==> src/rtl/grouped_priority_request_scheduler_core_assert.svh <==
// ---------------------------------------------------------------------------
// Assertion macros for the grouped priority request scheduler
// Clocked on clk_i; the first form is disabled while rst_ni is low.
// ---------------------------------------------------------------------------
`ifndef GROUPED_PRIORITY_REQUEST_SCHEDULER_CORE_ASSERT_SVH
`define GROUPED_PRIORITY_REQUEST_SCHEDULER_CORE_ASSERT_SVH

// Property checked outside reset
`define GPRS_ASSERT(lbl, prop, msg) \
  lbl: assert property (@(posedge clk_i) disable iff (!rst_ni) prop) else $error(msg);

// Property checked at every edge, reset included
`define GPRS_ASSERT_ALWAYS(lbl, prop, msg) \
  lbl: assert property (@(posedge clk_i) prop) else $error(msg);

`endif

==> src/rtl/gprs_pkg.sv <==
// ---------------------------------------------------------------------------
// gprs_pkg
// Shared types, codes and defaults of the grouped priority request scheduler.
// ---------------------------------------------------------------------------
package gprs_pkg;

  // Default sizes
  localparam int GPRS_GROUP_SLOTS        = 16;
  localparam int GPRS_REQUESTS_PER_GROUP = 32;
  localparam int GPRS_REQUEST_ID_SPACE   = 256;

  // Item kinds
  typedef enum logic [2:0] {
    KIND_INSERT     = 3'd0,
    KIND_MOVE_TOP   = 3'd1,
    KIND_SET_ENABLE = 3'd2,
    KIND_ITER_START = 3'd3,
    KIND_ITER_NEXT  = 3'd4
  } kind_e;

  // Result status codes
  typedef enum logic [1:0] {
    STATUS_OK         = 2'd0,
    STATUS_TABLE_FULL = 2'd1,
    STATUS_LIST_FULL  = 2'd2,
    STATUS_NOT_FOUND  = 2'd3
  } status_e;

  // Input item
  typedef struct packed {
    logic [2:0] kind;
    logic [7:0] request_id;
    logic [7:0] group_key;
    logic       enable_value;
  } item_t;

  // Result item
  typedef struct packed {
    logic              walk_valid;
    logic signed [8:0] current_request;
    logic signed [8:0] current_group;
    logic [1:0]        status;
  } res_t;

endpackage

==> src/rtl/gprs_ram.sv <==
// ---------------------------------------------------------------------------
// gprs_ram
// Generic single-clock RAM, one write port, one read port, registered read.
// ---------------------------------------------------------------------------
module gprs_ram #(
  parameter int WIDTH = 8,
  parameter int DEPTH = 512
) (
  input  logic                     clk_i,
  input  logic                     we_i,
  input  logic [$clog2(DEPTH)-1:0] waddr_i,
  input  logic [WIDTH-1:0]         wdata_i,
  input  logic                     re_i,
  input  logic [$clog2(DEPTH)-1:0] raddr_i,
  output logic [WIDTH-1:0]         rdata_o
);

  logic [WIDTH-1:0] mem_q [DEPTH];
  logic [WIDTH-1:0] rdata_q;

  // Write and registered read
  always_ff @(posedge clk_i) begin
    if (we_i) begin
      mem_q[waddr_i] <= wdata_i;
    end
    if (re_i) begin
      rdata_q <= mem_q[raddr_i];
    end
  end

  assign rdata_o = rdata_q;

endmodule

==> src/rtl/gprs_ctrl.sv <==
// ---------------------------------------------------------------------------
// gprs_ctrl
// Group table, seen map and sequencer: key search, table updates and the
// walk over the request store.
// ---------------------------------------------------------------------------
`include "grouped_priority_request_scheduler_core_assert.svh"

module gprs_ctrl
  import gprs_pkg::*;
#(
  parameter int GROUP_SLOTS        = GPRS_GROUP_SLOTS,
  parameter int REQUESTS_PER_GROUP = GPRS_REQUESTS_PER_GROUP,
  parameter int REQUEST_ID_SPACE   = GPRS_REQUEST_ID_SPACE,
  localparam int AW = $clog2(GROUP_SLOTS * REQUESTS_PER_GROUP)
) (
  input  logic          clk_i,
  input  logic          rst_ni,
  input  logic          item_valid_i,
  output logic          item_ready_o,
  input  item_t         item_i,
  output logic          res_valid_o,
  input  logic          res_ready_i,
  output res_t          res_o,
  output logic          ram_we_o,
  output logic [AW-1:0] ram_waddr_o,
  output logic [7:0]    ram_wdata_o,
  output logic          ram_re_o,
  output logic [AW-1:0] ram_raddr_o,
  input  logic [7:0]    ram_rdata_i
);

  localparam int SW  = $clog2(GROUP_SLOTS);
  localparam int GTW = $clog2(GROUP_SLOTS + 1);
  localparam int PW  = (REQUESTS_PER_GROUP > 1) ? $clog2(REQUESTS_PER_GROUP) : 1;
  localparam int TW  = $clog2(REQUESTS_PER_GROUP + 1);
  localparam int IW  = $clog2(REQUEST_ID_SPACE);
  localparam int EW  = 8;
  localparam logic [GTW-1:0] GS_T  = GTW'(GROUP_SLOTS);
  localparam logic [TW-1:0]  RPG_T = TW'(REQUESTS_PER_GROUP);
  localparam logic [EW-1:0]  EPOCH_LAST = '1;
  localparam logic [IW-1:0]  CLR_LAST   = IW'(REQUEST_ID_SPACE - 1);

  typedef enum logic [2:0] {
    ST_CLEAR,
    ST_IDLE,
    ST_FIND,
    ST_SEEK,
    ST_CHECK,
    ST_MARK,
    ST_DONE
  } state_e;

  state_e           state_q;
  item_t            item_q;
  logic [SW-1:0]    rank_q [GROUP_SLOTS];
  logic [7:0]       key_q [GROUP_SLOTS];
  logic             en_q [GROUP_SLOTS];
  logic [TW-1:0]    total_q [GROUP_SLOTS];
  logic [GTW-1:0]   group_total_q;
  logic [EW-1:0]    epoch_q;
  logic [IW-1:0]    clr_ptr_q;
  logic             clr_start_q;
  logic [GTW-1:0]   rank_ptr_q;
  logic [TW-1:0]    pos_ptr_q;
  logic [SW-1:0]    walk_rank_q;
  logic [PW-1:0]    walk_pos_q;
  logic             walk_live_q;
  logic [7:0]       cur_req_q;
  logic [7:0]       cur_grp_q;
  status_e          status_q;

  logic [SW-1:0]    cur_slot;
  logic             scan_in;
  logic             key_hit;
  logic             resolve;
  logic [TW-1:0]    tot_s;
  logic             list_full;
  logic             table_full;
  logic             seek_ok;
  logic             id_in_range;
  logic             seen_hit;

  logic             seen_we;
  logic [IW-1:0]    seen_waddr;
  logic [EW-1:0]    seen_wdata;
  logic             seen_re;
  logic [IW-1:0]    seen_raddr;
  logic [EW-1:0]    seen_rdata;

  // Slot at the scan rank and its lookups
  always_comb begin
    cur_slot    = rank_q[rank_ptr_q[SW-1:0]];
    scan_in     = rank_ptr_q < group_total_q;
    key_hit     = scan_in && (key_q[cur_slot] == item_q.group_key);
    resolve     = !scan_in || key_hit;
    tot_s       = total_q[cur_slot];
    list_full   = tot_s >= RPG_T;
    table_full  = group_total_q >= GS_T;
    seek_ok     = scan_in && en_q[cur_slot] && (pos_ptr_q < tot_s);
    id_in_range = 32'(ram_rdata_i) < REQUEST_ID_SPACE;
    seen_hit    = id_in_range && (seen_rdata == epoch_q);
  end

  // Request store ports: append in the search step, read in the seek step
  always_comb begin
    ram_we_o    = 1'b0;
    ram_waddr_o = AW'(AW'(cur_slot) * AW'(REQUESTS_PER_GROUP) + AW'(tot_s));
    ram_wdata_o = item_q.request_id;
    if (state_q == ST_FIND && resolve && item_q.kind == KIND_INSERT) begin
      if (key_hit) begin
        ram_we_o = !list_full;
      end else begin
        ram_we_o    = !table_full;
        ram_waddr_o = AW'(AW'(group_total_q[SW-1:0]) * AW'(REQUESTS_PER_GROUP));
      end
    end
    ram_re_o    = (state_q == ST_SEEK) && seek_ok;
    ram_raddr_o = AW'(AW'(cur_slot) * AW'(REQUESTS_PER_GROUP) + AW'(pos_ptr_q[PW-1:0]));
  end

  // Seen map ports: read the epoch of the fetched id, stamp it when given,
  // zero every entry during a clearing pass
  always_comb begin
    seen_re    = (state_q == ST_CHECK);
    seen_raddr = IW'(ram_rdata_i);
    seen_we    = 1'b0;
    seen_waddr = IW'(ram_rdata_i);
    seen_wdata = epoch_q;
    if (state_q == ST_CLEAR) begin
      seen_we    = 1'b1;
      seen_waddr = clr_ptr_q;
      seen_wdata = '0;
    end else if (state_q == ST_MARK && !seen_hit && id_in_range) begin
      seen_we = 1'b1;
    end
  end

  gprs_ram #(
    .WIDTH(EW),
    .DEPTH(REQUEST_ID_SPACE)
  ) u_seen (
    .clk_i  (clk_i),
    .we_i   (seen_we),
    .waddr_i(seen_waddr),
    .wdata_i(seen_wdata),
    .re_i   (seen_re),
    .raddr_i(seen_raddr),
    .rdata_o(seen_rdata)
  );

  // Sequencer and control state
  always_ff @(posedge clk_i or negedge rst_ni) begin
    if (!rst_ni) begin
      state_q       <= ST_CLEAR;
      group_total_q <= '0;
      epoch_q       <= EW'(1);
      clr_ptr_q     <= '0;
      clr_start_q   <= 1'b0;
      rank_ptr_q    <= '0;
      pos_ptr_q     <= '0;
      walk_rank_q   <= '0;
      walk_pos_q    <= '0;
      walk_live_q   <= 1'b0;
      status_q      <= STATUS_OK;
      for (int i = 0; i < GROUP_SLOTS; i++) begin
        en_q[i]    <= 1'b0;
        total_q[i] <= '0;
      end
    end else begin
      case (state_q)
        ST_CLEAR: begin
          clr_ptr_q <= clr_ptr_q + IW'(1);
          if (clr_ptr_q == CLR_LAST) begin
            epoch_q     <= EW'(1);
            clr_start_q <= 1'b0;
            state_q     <= clr_start_q ? ST_SEEK : ST_IDLE;
          end
        end
        ST_IDLE: begin
          if (item_valid_i) begin
            status_q   <= STATUS_OK;
            rank_ptr_q <= '0;
            pos_ptr_q  <= '0;
            case (item_i.kind)
              KIND_INSERT, KIND_MOVE_TOP, KIND_SET_ENABLE: begin
                state_q <= ST_FIND;
              end
              KIND_ITER_START: begin
                // Advance the epoch; wipe the map once the epochs run out
                if (epoch_q == EPOCH_LAST) begin
                  clr_ptr_q   <= '0;
                  clr_start_q <= 1'b1;
                  state_q     <= ST_CLEAR;
                end else begin
                  epoch_q <= epoch_q + EW'(1);
                  state_q <= ST_SEEK;
                end
              end
              KIND_ITER_NEXT: begin
                if (walk_live_q) begin
                  rank_ptr_q <= GTW'(walk_rank_q);
                  pos_ptr_q  <= TW'(walk_pos_q) + TW'(1);
                  state_q    <= ST_SEEK;
                end else begin
                  state_q <= ST_DONE;
                end
              end
              default: begin
                state_q <= ST_DONE;
              end
            endcase
          end
        end
        ST_FIND: begin
          if (!resolve) begin
            rank_ptr_q <= rank_ptr_q + GTW'(1);
          end else begin
            state_q <= ST_DONE;
            case (item_q.kind)
              KIND_INSERT: begin
                if (key_hit) begin
                  if (list_full) begin
                    status_q <= STATUS_LIST_FULL;
                  end else begin
                    total_q[cur_slot] <= tot_s + TW'(1);
                    en_q[cur_slot]    <= item_q.enable_value;
                    walk_live_q       <= 1'b0;
                  end
                end else if (table_full) begin
                  status_q <= STATUS_TABLE_FULL;
                end else begin
                  en_q[group_total_q[SW-1:0]]    <= item_q.enable_value;
                  total_q[group_total_q[SW-1:0]] <= TW'(1);
                  group_total_q                  <= group_total_q + GTW'(1);
                  walk_live_q                    <= 1'b0;
                end
              end
              KIND_MOVE_TOP: begin
                if (key_hit) begin
                  en_q[cur_slot] <= 1'b1;
                  walk_live_q    <= 1'b0;
                end else begin
                  status_q <= STATUS_NOT_FOUND;
                end
              end
              KIND_SET_ENABLE: begin
                if (key_hit) begin
                  en_q[cur_slot] <= item_q.enable_value;
                  walk_live_q    <= 1'b0;
                end else begin
                  status_q <= STATUS_NOT_FOUND;
                end
              end
              default: begin
                status_q <= STATUS_OK;
              end
            endcase
          end
        end
        ST_SEEK: begin
          if (!scan_in) begin
            walk_live_q <= 1'b0;
            state_q     <= ST_DONE;
          end else if (seek_ok) begin
            state_q <= ST_CHECK;
          end else begin
            rank_ptr_q <= rank_ptr_q + GTW'(1);
            pos_ptr_q  <= '0;
          end
        end
        ST_CHECK: begin
          state_q <= ST_MARK;
        end
        ST_MARK: begin
          if (!seen_hit) begin
            walk_rank_q <= rank_ptr_q[SW-1:0];
            walk_pos_q  <= pos_ptr_q[PW-1:0];
            walk_live_q <= 1'b1;
            state_q     <= ST_DONE;
          end else begin
            pos_ptr_q <= pos_ptr_q + TW'(1);
            state_q   <= ST_SEEK;
          end
        end
        ST_DONE: begin
          if (res_ready_i) begin
            state_q <= ST_IDLE;
          end
        end
        default: begin
          state_q <= ST_IDLE;
        end
      endcase
    end
  end

  // Table payload: rank order, keys, latched item and current request and group
  always_ff @(posedge clk_i) begin
    if (state_q == ST_IDLE && item_valid_i) begin
      item_q <= item_i;
    end
    if (state_q == ST_FIND && resolve && item_q.kind == KIND_INSERT && !key_hit
        && !table_full) begin
      rank_q[group_total_q[SW-1:0]] <= group_total_q[SW-1:0];
      key_q[group_total_q[SW-1:0]]  <= item_q.group_key;
    end
    // Rotate the found group to the front
    if (state_q == ST_FIND && key_hit && item_q.kind == KIND_MOVE_TOP) begin
      for (int i = 1; i < GROUP_SLOTS; i++) begin
        if (GTW'(i) <= rank_ptr_q) begin
          rank_q[i] <= rank_q[i-1];
        end
      end
      rank_q[0] <= cur_slot;
    end
    if (state_q == ST_MARK && !seen_hit) begin
      cur_req_q <= ram_rdata_i;
      cur_grp_q <= key_q[cur_slot];
    end
  end

  // Result of the finished item
  assign item_ready_o = (state_q == ST_IDLE);
  assign res_valid_o  = (state_q == ST_DONE);
  always_comb begin
    res_o.walk_valid      = walk_live_q;
    res_o.current_request = walk_live_q ? $signed({1'b0, cur_req_q}) : '1;
    res_o.current_group   = walk_live_q ? $signed({1'b0, cur_grp_q}) : '1;
    res_o.status          = status_q;
  end

  `GPRS_ASSERT(a_total_bound, group_total_q <= GS_T, "group count above table size")
  `GPRS_ASSERT(a_check_after_seek, state_q == ST_CHECK |-> $past(state_q) == ST_SEEK,
               "store data checked without a read")
  `GPRS_ASSERT(a_walk_in_table, walk_live_q |-> GTW'(walk_rank_q) < group_total_q,
               "live walk points past the table")
  `GPRS_ASSERT(a_result_held, res_valid_o && !res_ready_i |=> res_valid_o,
               "result dropped before taken")
  `GPRS_ASSERT_ALWAYS(a_idle_no_write, state_q == ST_IDLE |-> !ram_we_o,
                      "store written while idle")

endmodule
==> config.mk <==
export PLATFORM = sky130hd
export DESIGN_NAME = gprs_ctrl
export DESIGN_NICKNAME = d
export VERILOG_FILES = /design/src/rtl/gprs_pkg.sv /design/src/rtl/gprs_ram.sv /design/src/rtl/gprs_ctrl.sv
export VERILOG_INCLUDE_DIRS = /design/src /design/src/rtl
export SDC_FILE = /design/constraint.sdc
export NUM_CORES = 2
export LEC_CHECK = 0
export BUFFER_PORTS_ARGS = -buffer_cell sky130_fd_sc_hd__buf_2
export CAP_MARGIN = 20
export CORE_ASPECT_RATIO = 1.25
export CORE_UTILIZATION = 65
export CTS_BUF_LIST = sky130_fd_sc_hd__clkbuf_16
export CTS_CLUSTER_DIAMETER = 100
export CTS_CLUSTER_SIZE = 30
export DETAILED_ROUTE_END_ITERATION = 7
export GPL_TIMING_DRIVEN = 0
export HOLD_SLACK_MARGIN = 0.1
export PLACE_DENSITY_LB_ADDON = 0.12
export SLEW_MARGIN = 5
export SYNTH_ARGS = -nofsm -noshare
export SYNTH_HDL_FRONTEND = slang
export SYNTH_SLANG_ARGS = --single-unit
==> constraint.sdc <==
create_clock -name clk_i -period 13.6 [get_ports clk_i]
set_input_delay 2.72 -clock clk_i [delete_from_list [all_inputs] [get_ports clk_i]]
set_output_delay 2.72 -clock clk_i [all_outputs]
set_load 0.01 [all_outputs]
==> impl_metrics.yaml <==
critical_path:
  crit_path_max_cell_delay_ns: 0.74
  critPathMaxFanout: 10
  worstSetupPathType: "flop to primary output"
  cpMaxStageDelayCell: "buf_1"
  critical_path.endpoint_type: "primary output"
  crit_chain: "buf_2, buf_2, clkinv_1, mux2i_1, clkbuf_1, clkbuf_1, buf_1, a21o_1, ha_1, a21o_1, a21o_1, a21oi_1, o2111ai_1, o22ai_1, nand3_1, nor2_1, buf_2"
  worstSetupStartpointType: "flop"
  worst_ep_required_time_ns: 10.88
  arrival_time_worst_endpoint_ns: 7.41
synth:
  ys_seq_elements: 2444
  ys_types: 82
  mappedNetlistArea_mm2: 0.0994
  async_reset_ff_share_pct: 6.55
  synthesis.instances: 5019
  synth_sequential_area_ratio_pct: 73.0
  post_synth_net_total: 5075
  avgSynthCellArea_um2: 19.8
  synth-main-ff-cell: "edfxtp_1"
  synth_warnings: 0
  synth_edf_count: 2284
global_route:
  number_of_antenna_violations_at_the_first_check_in_global_routing: 9
  first_global_vias: 50800
  grt.total_usage_pct: 34.7
  grt.overflow.total: 0
  grt_pass1_wl_mm: 370
  grt_start_max_net_pins: 116
timing:
  grt_setup_unrepaired: "no"
  finalHoldViolCount: 0
  period_minus_slack_ns: 10.13
  final.setup.worst_slack_ns: 3.47
  fin_worst_hold_slack_ns: 0.506
  final_max_slew_viol_count: 0
  transition_time_of_the_tightest_slew_check_pin_ns: 1.21
  period_utilization_pct: 74.5
  fin_skew_ns: 0.0338
  timing.max_slew.rel_slack_pct: 19.5
  fmax_ghz: 0.0987
  setup-violations-final: 0
clock_network:
  cts_hold_repair.buffers: 0
  cts_buffers: 91
  cts_tree: "built"
  cts_root_buf: "clkbuf_16"
  clk_pin_slew_worst_paths_ns: 0.13
  cts_buffer_depth: 3
  tritoncts_num_sinks: 2444
  clock_insertion_delay_worst_skew_ns: 0.78
  ctsResizeCount: 0
  htreeDepth: 3
  post-cts-setup-buffers: 0
placement:
  post-place-ws_ns: 4.51
  port_buffers: 82
  finalWeightedCongestion: 0.975
  dpl.cell_count: 7211
  detailed_place.area_mm2: 0.104
  dpl.hpwl_mm: 187
route:
  detail_route.drc_violations: 0
  postRouteAntennaNets: 0
  detailedRoute.firstPassIterationCount: 8
  vias: 51500
  detailedRoute.firstIterationViolations: 6978
  vias_per_cell: 7.02
  routedWlPerCell_um: 35.8
  routed_wl_mm: 263
cells_and_area:
  area_delta_synth_final_pct: 7.33
  layout-drive-gt1-share_pct: 22.2
  most_common_cell_after_layout_fill_and_taps_aside: "edfxtp_1"
  fin_nets: 5345
  layout_common_cells: "edfxtp_1, mux4_2, nor2_1"
  layout.cells.non_filler: 7340
  postLayoutCellArea_mm2: 0.107
  layout.core_utilization_pct: 70.2
  fillerInstances: 9242
floorplan:
  die_w_um: 352
  initial_utilization_pct: 65.4
  floorplan.rows: 160
  core_mm2: 0.152
  floorplan.io_pins: 83
  die_h_um: 439
  design.die.area_mm2: 0.155
min_path:
  worstHoldPathType: "flop to flop"
flow_run:
  drv_cap: 0
outcome:
  status: "completed"
power_and_ir_drop:
  p_leak_nw: 32.4
  ir_drop_worst_vdd_v: 0.000164
  total_power_per_unit_cell_area_mw_per_mm2: 143
==> cells in the mapped netlist, drive strengths merged, types with 14 or more instances <==
library cell  count  area share (%)
xnor2            14            0.12
o221ai           38            0.33
inv              55            0.21
nor3             26            0.23
ha               24            0.30
mux2             94             1.2
mux2i           110             1.1
dfrtp           159             4.0
mux4            696              16
edfxtp         2284              69
nor2            355             1.4
a211oi           28            0.21
nand2b           38            0.24
nand3            66            0.33
nand2           212            0.81
o22ai            30            0.19
o21ai            74            0.39
a21boi           36            0.27
buf             112            0.59
or3              22            0.14
clkbuf          215            0.81
and3             59            0.38
a22o             51            0.45
a21oi            58            0.29
==> worst max-delay path: cells and delay by family, from the launching register on <==
| kind | cells | cell delay (ns) |
|---|---|---|
| buffers and inverters | 7 | 3.44 |
| AO/OA/AOI/OAI | 6 | 1.39 |
| multiplexers | 1 | 0.64 |
| AND/OR/NAND/NOR | 2 | 0.42 |
| flip-flops | 1 | 0.39 |
| adder cells (fa/ha/maj) | 1 | 0.31 |
==> sequential cells by signal (all words and copies together), names as in the netlist, 12 cells and up <==
signal and count:
rank_q 64, key_q 128, u_seen.mem_q 2048, item_q 12, en_q 16, total_q 96
==> power by group <==
part	internal [W]	switching (W)	total [W]
clock	0.00124	0.00214	0.00338
sequential	0.00856	0.0000775	0.00864
combinational	0.00101	0.00224	0.00325
==> through the flow <==
step	total power [W]	setup TNS, ns
3_5_place_dp	0.0120	0
6_report	0.0153	0
2_1_floorplan	0.0107	0
3_3_place_gp	0.0119	-5670.41
4_1_cts	0.0152	0
5_1_grt	0.0157	0
==> final timing paths <==
kind,start,endpoint,slack (ns),depth (start not counted)
max,rank_ptr_q[0],ram_re_o,3.47,17
min,total_q[70],total_q[70],0.51,1
max reg2reg,rank_ptr_q[0],rank_ptr_q[0],6.30,17
min reg2reg,total_q[70],total_q[70],0.51,1
max in group asynchronous,rst_ni,total_q[30],10.84,2
min in group asynchronous,rst_ni,en_q[9],1.81,1
==> final cells by class <==
type,instances,area (µm²),share of cell area (%)
diodes,7,17.5,0.0164
plain buffers,327,1430,1.34
clock buffers,92,2300,2.16
clock inverters,20,133,0.124
inverters,59,221,0.208
multi-input cells,2189,25300,23.7
flip-flops and latches,2444,72600,68.0
well taps,2025,2530,2.37
repair buffers,177,2190,2.05
==> per-layer routing <==
metal  track usage, %  vias to the layer above  share of wire (%)
li1                 -                    20900                  -
met3             5.99                      665                8.8
met1             44.0                    26900                 34
met4             22.8                       10                7.7
met5                0                        -              0.025
met2             56.0                     3002                 49
==> logic make-up (layout without fill, tap and decap cells) <==
kind of cell / after synthesis / count (layout) / share of synthesized area, %
other cells: 0 / 7 / 0
flops: 2444 / 2444 / 73.0
buf+inv: 386 / 675 / 1.63
simple gates: 840 / 840 / 3.95
mux: 900 / 900 / 18.0
xor+xnor: 25 / 25 / 0.220
fa+ha+maj: 24 / 24 / 0.302
compound gates: 400 / 400 / 2.85
Note: power is estimated with default switching activity, not from simulation.
